==> src/rtl/r0ss_pkg.sv <==
// Shared types and constants for the RAID0 stripe request splitter.
// Used by r0ss_divider and raid0_stripe_request_splitter; depends on nothing.
`default_nettype none

package r0ss_pkg;

    // fixed field widths
    localparam int OP_W     = 2;
    localparam int BLK_W    = 48;
    localparam int CNT_W    = 32;
    localparam int DISK_W   = 4;
    localparam int CFG_W    = 5;
    localparam int STRIP_W  = BLK_W + 1;   // last block may pass the 48-bit space
    localparam int MAX_SHIFT = 24;

    localparam int DEFAULT_MAX_DISKS = 16;

    // register indexes
    localparam logic REG_DISK_COUNT  = 1'b0;
    localparam logic REG_STRIP_SHIFT = 1'b1;

    localparam logic [CFG_W-1:0] DISK_COUNT_RESET  = 5'd1;
    localparam logic [CFG_W-1:0] STRIP_SHIFT_RESET = 5'd7;

    // request kinds
    localparam logic [OP_W-1:0] OP_READ  = 2'd0;
    localparam logic [OP_W-1:0] OP_WRITE = 2'd1;
    localparam logic [OP_W-1:0] OP_UNMAP = 2'd2;
    localparam logic [OP_W-1:0] OP_FLUSH = 2'd3;

    typedef enum logic [2:0] {
        ST_IDLE,
        ST_LOAD,
        ST_S_GO,
        ST_S_WAIT,
        ST_E_GO,
        ST_E_WAIT,
        ST_SETUP,
        ST_EMIT
    } state_t;

    typedef struct packed {
        logic busy;
        logic done;
    } div_status_t;

endpackage

`default_nettype wire

==> src/rtl/r0ss_divider.sv <==
// Restoring radix-2 divider, one quotient bit per cycle.
// Uses r0ss_pkg::div_status_t for its status outputs.
`default_nettype none

module r0ss_divider #(
    parameter int DIVIDEND_W = r0ss_pkg::STRIP_W,
    parameter int DIVISOR_W  = r0ss_pkg::CFG_W
) (
    input  wire                        clk,
    input  wire                        rst_n,
    input  wire                        start,
    input  wire [DIVIDEND_W-1:0]       dividend,
    input  wire [DIVISOR_W-1:0]        divisor,
    output logic [DIVIDEND_W-1:0]      quotient,
    output logic [DIVISOR_W-1:0]       remainder,
    output r0ss_pkg::div_status_t      status
);

    localparam int ITER_W = $clog2(DIVIDEND_W + 1);

    logic [ITER_W-1:0]     iter_reg;
    logic                  busy_reg;
    logic                  done_reg;
    logic [DIVIDEND_W-1:0] quo_reg;
    logic [DIVISOR_W-1:0]  rem_reg;

    logic [DIVISOR_W:0]    trial;
    logic                  trial_ge;
    logic [DIVISOR_W:0]    trial_diff;
    logic [DIVISOR_W-1:0]  rem_next;

    always_comb
    begin
        trial      = {rem_reg, quo_reg[DIVIDEND_W-1]};
        trial_ge   = (trial >= {1'b0, divisor});
        trial_diff = trial - {1'b0, divisor};
        rem_next   = trial_ge ? trial_diff[DIVISOR_W-1:0] : trial[DIVISOR_W-1:0];
    end

    always_ff @(posedge clk or negedge rst_n)
    begin
        if (!rst_n)
        begin
            iter_reg <= '0;
            busy_reg <= 1'b0;
            done_reg <= 1'b0;
        end
        else if (start)
        begin
            iter_reg <= ITER_W'(DIVIDEND_W);
            busy_reg <= 1'b1;
            done_reg <= 1'b0;
        end
        else if (busy_reg)
        begin
            iter_reg <= iter_reg - 1'b1;
            if (iter_reg == ITER_W'(1))
            begin
                busy_reg <= 1'b0;
                done_reg <= 1'b1;
            end
        end
        else
        begin
            done_reg <= 1'b0;
        end
    end

    always_ff @(posedge clk)
    begin
        if (start)
        begin
            quo_reg <= dividend;
            rem_reg <= '0;
        end
        else if (busy_reg)
        begin
            // shift the next dividend bit into the remainder, the quotient bit in at the bottom
            quo_reg <= {quo_reg[DIVIDEND_W-2:0], trial_ge};
            rem_reg <= rem_next;
        end
    end

    assign quotient    = quo_reg;
    assign remainder   = rem_reg;
    assign status.busy = busy_reg;
    assign status.done = done_reg;

endmodule

`default_nettype wire

==> src/rtl/raid0_stripe_request_splitter.sv <==
// Top level of the RAID0 stripe request splitter: sequencer and result formatting.
// Depends on r0ss_pkg and r0ss_divider.
//
// Usage: write disk_count (index 0) and strip_shift (index 1) through the cfg port
// while idle. A request transaction (operation, start_block, block_count) is taken
// when in_valid is high and in_stall is low. The block then holds in_stall high
// until every result of that request is delivered.
// Sequence: the start strip and the end strip are each divided by the disk count in
// one shared restoring divider at one quotient bit per cycle, start strip first, and
// a setup state then forms the first result. Results leave the output register
// at one per cycle while out_stall is low; a request has N results,
// N running from 1 to the disk count.
// A read or write gives one result; an unmap or flush gives one per involved disk,
// starting at the start disk and wrapping, with last set on the final one.
// When out_stall is high the result in the output register holds unchanged.
// Reset returns to idle, drops any request in flight and restores disk_count = 1
// and strip_shift = 7.
`default_nettype none

module raid0_stripe_request_splitter #(
    parameter int MAX_DISKS = r0ss_pkg::DEFAULT_MAX_DISKS
) (
    input  wire                              clk,
    input  wire                              rst_n,
    // configuration
    input  wire                              cfg_we,
    input  wire                              cfg_index,
    input  wire [r0ss_pkg::CFG_W-1:0]        cfg_data,
    // request channel
    input  wire                              in_valid,
    output logic                             in_stall,
    input  wire [r0ss_pkg::OP_W-1:0]         operation,
    input  wire [r0ss_pkg::BLK_W-1:0]        start_block,
    input  wire [r0ss_pkg::CNT_W-1:0]        block_count,
    // result channel
    output logic                             out_valid,
    input  wire                              out_stall,
    output logic [r0ss_pkg::DISK_W-1:0]      disk_index,
    output logic [r0ss_pkg::BLK_W-1:0]       disk_block,
    output logic [r0ss_pkg::CNT_W-1:0]       disk_block_count,
    output logic [r0ss_pkg::OP_W-1:0]        kind,
    output logic                             failed,
    output logic                             last
);

    localparam int CFG_W   = r0ss_pkg::CFG_W;
    localparam int BLK_W   = r0ss_pkg::BLK_W;
    localparam int CNT_W   = r0ss_pkg::CNT_W;
    localparam int STRIP_W = r0ss_pkg::STRIP_W;
    localparam int OFF_W   = r0ss_pkg::MAX_SHIFT;

    r0ss_pkg::state_t state_reg, state_next;

    logic [CFG_W-1:0] disk_count_reg, strip_shift_reg;

    // request context
    logic [r0ss_pkg::OP_W-1:0] op_reg;
    logic [BLK_W-1:0]          start_reg;
    logic [CNT_W-1:0]          count_reg;
    logic [CFG_W-1:0]          dc_reg;
    logic [CFG_W-1:0]          sh_reg;
    logic [STRIP_W-1:0]        last_blk_reg;
    logic [STRIP_W-1:0]        s_strip_reg, e_strip_reg;
    logic [STRIP_W-1:0]        s_q_reg, e_q_reg;
    logic [CFG_W-1:0]          s_r_reg, e_r_reg;
    logic [CFG_W-1:0]          disk_reg;
    logic [CFG_W-1:0]          remain_reg;

    // output registers
    logic [r0ss_pkg::DISK_W-1:0] disk_index_reg;
    logic [BLK_W-1:0]            disk_block_reg;
    logic [CNT_W-1:0]            disk_block_count_reg;
    logic                        failed_reg;
    logic                        last_reg;

    // divider
    logic                        div_start;
    logic [STRIP_W-1:0]          div_dividend;
    logic [STRIP_W-1:0]          div_quo;
    logic [CFG_W-1:0]            div_rem;
    r0ss_pkg::div_status_t       div_stat;

    logic in_accept, out_accept;
    logic [CFG_W-1:0] dc_sat, sh_sat;
    logic [CNT_W-1:0] count_fix;

    always_comb
    begin
        in_accept  = in_valid && !in_stall;
        out_accept = out_valid && !out_stall;

        if (disk_count_reg == '0)
            dc_sat = CFG_W'(1);
        else if (int'(disk_count_reg) > MAX_DISKS)
            dc_sat = CFG_W'(MAX_DISKS);
        else
            dc_sat = disk_count_reg;

        sh_sat    = (int'(strip_shift_reg) > r0ss_pkg::MAX_SHIFT)
                    ? CFG_W'(r0ss_pkg::MAX_SHIFT) : strip_shift_reg;
        count_fix = (block_count == '0) ? CNT_W'(1) : block_count;
    end

    // configuration registers
    always_ff @(posedge clk or negedge rst_n)
    begin
        if (!rst_n)
        begin
            disk_count_reg  <= r0ss_pkg::DISK_COUNT_RESET;
            strip_shift_reg <= r0ss_pkg::STRIP_SHIFT_RESET;
        end
        else if (cfg_we)
        begin
            if (cfg_index == r0ss_pkg::REG_DISK_COUNT)
                disk_count_reg <= cfg_data;
            else
                strip_shift_reg <= cfg_data;
        end
    end

    r0ss_divider #(
        .DIVIDEND_W (STRIP_W),
        .DIVISOR_W  (CFG_W)
    ) u_divider (
        .clk       (clk),
        .rst_n     (rst_n),
        .start     (div_start),
        .dividend  (div_dividend),
        .divisor   (dc_reg),
        .quotient  (div_quo),
        .remainder (div_rem),
        .status    (div_stat)
    );

    // sub-request arithmetic for one disk, shared by setup and every emit step
    logic [OFF_W:0]      one_sh;
    logic [OFF_W-1:0]    off_mask, s_off, e_off, lo, hi;
    logic [CFG_W-1:0]    disk_step, disk_sel, cur_d;
    logic [STRIP_W-1:0]  first, final_strip, first_sh, strip_diff;
    logic [CNT_W-1:0]    span32;
    logic [BLK_W-1:0]    calc_blk;
    logic [CNT_W-1:0]    calc_cnt;
    logic                req_failed;
    logic [CFG_W-1:0]    n_results;

    always_comb
    begin
        one_sh   = (OFF_W+1)'(1) << sh_reg;
        off_mask = OFF_W'(one_sh - 1'b1);
        s_off    = start_reg[OFF_W-1:0] & off_mask;
        e_off    = last_blk_reg[OFF_W-1:0] & off_mask;

        // advance disk with wrap at the disk count
        disk_step = (disk_reg + 1'b1 == dc_reg) ? '0 : disk_reg + 1'b1;
        disk_sel  = (state_reg == r0ss_pkg::ST_SETUP) ? s_r_reg : disk_step;
        cur_d     = disk_sel;

        first       = s_q_reg + STRIP_W'(cur_d < s_r_reg);
        final_strip = e_q_reg - STRIP_W'(cur_d > e_r_reg);
        lo          = (cur_d == s_r_reg) ? s_off : '0;
        hi          = (cur_d == e_r_reg) ? e_off : off_mask;

        first_sh = first << sh_reg;
        calc_blk = first_sh[BLK_W-1:0] + BLK_W'(lo);
        span32   = CNT_W'(final_strip - first);
        calc_cnt = (span32 << sh_reg) + CNT_W'(hi) - CNT_W'(lo) + CNT_W'(1);

        req_failed = ((op_reg == r0ss_pkg::OP_READ) || (op_reg == r0ss_pkg::OP_WRITE))
                     && (s_strip_reg != e_strip_reg) && (dc_reg > CFG_W'(1));
        strip_diff = e_strip_reg - s_strip_reg;
        n_results  = (strip_diff >= STRIP_W'(dc_reg)) ? dc_reg
                                                       : CFG_W'(strip_diff) + 1'b1;
    end

    // next state
    always_comb
    begin
        state_next = state_reg;
        case (state_reg)
            r0ss_pkg::ST_IDLE:   if (in_accept) state_next = r0ss_pkg::ST_LOAD;
            r0ss_pkg::ST_LOAD:   state_next = r0ss_pkg::ST_S_GO;
            r0ss_pkg::ST_S_GO:   state_next = r0ss_pkg::ST_S_WAIT;
            r0ss_pkg::ST_S_WAIT: if (div_stat.done) state_next = r0ss_pkg::ST_E_GO;
            r0ss_pkg::ST_E_GO:   state_next = r0ss_pkg::ST_E_WAIT;
            r0ss_pkg::ST_E_WAIT: if (div_stat.done) state_next = r0ss_pkg::ST_SETUP;
            r0ss_pkg::ST_SETUP:  state_next = r0ss_pkg::ST_EMIT;
            r0ss_pkg::ST_EMIT:
                if (out_accept && remain_reg == CFG_W'(1))
                    state_next = r0ss_pkg::ST_IDLE;
            default:             state_next = r0ss_pkg::ST_IDLE;
        endcase
    end

    // state outputs
    always_comb
    begin
        in_stall     = 1'b1;
        out_valid    = 1'b0;
        div_start    = 1'b0;
        div_dividend = s_strip_reg;
        case (state_reg)
            r0ss_pkg::ST_IDLE:  in_stall = 1'b0;
            r0ss_pkg::ST_S_GO:  div_start = 1'b1;
            r0ss_pkg::ST_E_GO:
            begin
                div_start    = 1'b1;
                div_dividend = e_strip_reg;
            end
            r0ss_pkg::ST_EMIT:  out_valid = 1'b1;
            default:            ;
        endcase
    end

    always_ff @(posedge clk or negedge rst_n)
    begin
        if (!rst_n)
        begin
            state_reg  <= r0ss_pkg::ST_IDLE;
            remain_reg <= '0;
        end
        else
        begin
            state_reg <= state_next;
            if (state_reg == r0ss_pkg::ST_SETUP)
                remain_reg <= req_failed ? CFG_W'(1) : n_results;
            else if (out_accept)
                remain_reg <= remain_reg - 1'b1;
        end
    end

    // datapath registers
    always_ff @(posedge clk)
    begin
        if (in_accept)
        begin
            op_reg    <= operation;
            start_reg <= start_block;
            count_reg <= count_fix;
            dc_reg    <= dc_sat;
            sh_reg    <= sh_sat;
        end

        if (state_reg == r0ss_pkg::ST_LOAD)
        begin
            last_blk_reg <= STRIP_W'(start_reg) + STRIP_W'(count_reg) - 1'b1;
            s_strip_reg  <= STRIP_W'(start_reg) >> sh_reg;
            e_strip_reg  <= (STRIP_W'(start_reg) + STRIP_W'(count_reg) - 1'b1) >> sh_reg;
        end

        if (state_reg == r0ss_pkg::ST_S_WAIT && div_stat.done)
        begin
            s_q_reg <= div_quo;
            s_r_reg <= div_rem;
        end

        if (state_reg == r0ss_pkg::ST_E_WAIT && div_stat.done)
        begin
            e_q_reg <= div_quo;
            e_r_reg <= div_rem;
        end

        if (state_reg == r0ss_pkg::ST_SETUP)
        begin
            disk_reg   <= disk_sel;
            failed_reg <= req_failed;
            if (req_failed)
            begin
                disk_index_reg       <= '0;
                disk_block_reg       <= '0;
                disk_block_count_reg <= '0;
                last_reg             <= 1'b1;
            end
            else
            begin
                disk_index_reg       <= disk_sel[r0ss_pkg::DISK_W-1:0];
                disk_block_reg       <= calc_blk;
                disk_block_count_reg <= calc_cnt;
                last_reg             <= (n_results == CFG_W'(1));
            end
        end
        else if (out_accept && remain_reg != CFG_W'(1))
        begin
            // advance to the next disk of this request
            disk_reg             <= disk_sel;
            disk_index_reg       <= disk_sel[r0ss_pkg::DISK_W-1:0];
            disk_block_reg       <= calc_blk;
            disk_block_count_reg <= calc_cnt;
            last_reg             <= (remain_reg == CFG_W'(2));
        end
    end

    assign disk_index       = disk_index_reg;
    assign disk_block       = disk_block_reg;
    assign disk_block_count = disk_block_count_reg;
    assign kind             = op_reg;
    assign failed           = failed_reg;
    assign last             = last_reg;

    // checks
    a_ready_only_idle: assert property (@(posedge clk) disable iff (!rst_n)
        !in_stall |-> (!out_valid && !div_stat.busy))
        else $error("request taken while work is in flight");

    a_div_done_in_wait: assert property (@(posedge clk) disable iff (!rst_n)
        div_stat.done |-> (state_reg == r0ss_pkg::ST_S_WAIT ||
                           state_reg == r0ss_pkg::ST_E_WAIT))
        else $error("divider finished outside a wait state");

    a_failed_is_last: assert property (@(posedge clk) disable iff (!rst_n)
        (out_valid && failed) |-> (last && remain_reg == CFG_W'(1)))
        else $error("failed result is not the only result");

    a_disk_in_range: assert property (@(posedge clk) disable iff (!rst_n)
        (out_valid && !failed) |-> (disk_reg < dc_reg))
        else $error("disk index beyond disk count");

    a_last_matches_count: assert property (@(posedge clk) disable iff (!rst_n)
        out_valid |-> (last == (remain_reg == CFG_W'(1))))
        else $error("last flag out of step with remaining count");

endmodule

`default_nettype wire
==> config.mk <==
export PLATFORM = sky130hd
export DESIGN_NAME = raid0_stripe_request_splitter
export DESIGN_NICKNAME = d
export VERILOG_FILES = /design/src/rtl/r0ss_pkg.sv /design/src/rtl/r0ss_divider.sv /design/src/rtl/raid0_stripe_request_splitter.sv
export SDC_FILE = /design/constraint.sdc
export NUM_CORES = 2
export LEC_CHECK = 0
export BUFFER_PORTS_ARGS = -buffer_cell sky130_fd_sc_hd__buf_2
export CAP_MARGIN = 0
export CORE_MARGIN = 10
export CORE_UTILIZATION = 61
export DETAILED_ROUTE_END_ITERATION = 10
export PLACE_DENSITY_LB_ADDON = 0.3
export SLEW_MARGIN = 20
export SYNTH_ARGS = -nofsm -noshare
export SYNTH_HDL_FRONTEND = slang
export SYNTH_HIERARCHICAL = 1
export SYNTH_SLANG_ARGS = --single-unit
export TNS_END_PERCENT = 30
==> constraint.sdc <==
create_clock -name clk -period 18.34 [get_ports clk]
set_input_delay 4.585 -clock clk [delete_from_list [all_inputs] [get_ports clk]]
set_output_delay 4.585 -clock clk [all_outputs]
set_load 0.05 [all_outputs]
==> impl_metrics.tcl <==
set metrics [dict create \
    critPathArrivalTime_ns 11.55 \
    power_density_nw_per_um2 49.1 \
    finalHoldViolCount 0 \
    ctsResizeCount 0 \
    min_delay_path_depth 0 \
    finalSetupTns_ns 0 \
    setup_violations 0 \
    ir_drop_mv 0.0777 \
    path_common_cell "ha_1" \
    clk_latency_ns 0.68 \
    cpPeakStageDelay_ns 0.86 \
    drt_iter0_markers 5867 \
    grt_pass1_vias 37500 \
    avgSynthCellArea_um2 8.90 \
    grt.busiest_layer "met2" \
    power.leakage_uw 0.0192 \
    cp-start-kind "register" \
    fin_crit_ns 11.13 \
    drcViolationCount 0 \
    hpwlAfterDp_mm 116 \
    placed_cell_area_um2 44700 \
    critPathMaxFanout 13 \
    worst_slack_ns 7.21 \
    io_buffers 182 \
    final_cell_mix "inv_1, edfxtp_1, nand2_1" \
    grt_pass1_wl_mm 227 \
    slew_headroom_pct 24.1 \
    fin_worst_skew_ns 0.0488 \
    cts_tree "built" \
    hold_path_startpoint "u_divider/quotient[22]" \
    clock_path_buffers 3 \
    mostFrequentLayoutCell "inv_1" \
    syn_inst 4871 \
    antenna_found_initial 10 \
    crit_end "disk_block_count[31]" \
    cts_hold_buffers 0 \
    grt_max_degree 131 \
    path_class "register to register" \
    cts-htree-levels 2 \
    core_area_um2 70300 \
    root_buffer "clkbuf_16" \
    area_growth_pct 7.25 \
    crit_start "disk_reg[0]" \
    avgRoutedWirePerCell_um 26.0 \
    synth_nets 5268 \
    syn_area_um2 43400 \
    multiInputGateArea_um2 26500 \
    critPathRequiredTime_ns 18.76 \
    fillCellCount 5759 \
    drv_slew 0 \
    ant_nets 0 \
    post-route-period-util_pct 60.7 \
    regArea_um2 14100 \
    status "completed" \
    first_pass_iters 8 \
    power.total_uw 2290 \
    start_util_pct 61.7 \
    drive_gt1_share_pct 12.1 \
    timing.hold.ws_ns 0.451 \
    r2r_setup_slack_ns 7.21 \
    pre_cts_slack_ns 7.39 \
    design.die.area_um2 82200 \
    fmax_ghz 0.0899 \
    grt.overflow.total 0 \
    regToRegEndpoint "disk_block_count[31]" \
    slowest_stage "o311ai_0" \
    use_met3_pct 10.5 \
    grt_util_met2_pct 54.6 \
    fp-row-count 97 \
    reg2reg_depth 42 \
    die_h_um 287 \
    ys_warn_count 6 \
    drt-total-wl_mm 152 \
    r2r_start "disk_reg[0]" \
    vias 40100 \
    cts_num_sinks 474 \
    die_w_um 287 \
    rsz0062_at_grt "false" \
    grtUsageTotal_pct 35.7 \
    place_congestion 1.06 \
    numCtsBuffers 52 \
    hold_path.class "register to register" \
    met1_usage_pct 45.6 \
    io_pins 183 \
    design_area_um2 46500 \
    vias_per_cell 6.87 \
    cts_setup_buffers 0 \
    maxCapViolations 0 \
    crit_path_end_kind "register" \
    nets 5247 \
    tightest_slew_ns 1.14 \
    cts.clk_slew.worst_paths_ns 0.07 \
]
[worst min path at each step]
| stage | endpoint | slack, ns |
|---|---|---|
| floorplan | s_q_reg[32] | 0.42 |
| global placement | s_q_reg[21] | 0.45 |
| detailed placement | e_q_reg[24] | 0.46 |
| CTS | e_q_reg[6] | 0.45 |
| global route | e_q_reg[6] | 0.47 |
| finish | s_q_reg[22] | 0.45 |
[metal layers]
| metal | vias up | share of wire, % | wire length (um) |
|---|---|---|---|
| met4 | 8 | 5.9 | 8980 |
| met1 | 19000 | 38 | 57200 |
| met5 | - | 0.034 | 52 |
| met3 | 567 | 13 | 19100 |
| met2 | 2613 | 44 | 66500 |
| li1 | 17900 | - | - |
[worst max-delay path, delay by kind of cell, from the launching register on]
kind            cells  cell delay [ns]
compound gates     15             4.61
xor+xnor            3             0.61
fa+ha+maj           8             2.55
buf+inv             1             0.04
flops               1             0.44
mux                 2             0.23
simple gates       13             2.39
[through the flow]
step	util, %	cells
3_5_place_dp	63.7	5736
5_1_grt	66.2	5833
4_1_cts	66.2	5833
2_1_floorplan	-	4871
6_report	66.2	5837
3_3_place_gp	63.7	5736
[where the power goes]
| group | switching, uW | internal, uW | total, uW | leakage, uW |
|---|---|---|---|---|
| registers | 2.40 | 1170 | 1180 | 0.00439 |
| clock network | 478 | 610 | 1090 | 0.000843 |
| logic | 9.99 | 11.9 | 21.9 | 0.0140 |
| total | 491 | 1800 | 2290 | 0.0192 |
[layout make-up]
class / count / share of cell area [%]
multi-input cells: 3628 / 56.9
clock inverters: 36 / 0.834
well taps: 940 / 2.53
repair buffers: 234 / 2.82
clock buffers: 61 / 2.93
diodes: 4 / 0.0215
inverters: 460 / 3.74
flip-flops and latches: 474 / 30.2
Power figures use the tool's default switching activity.
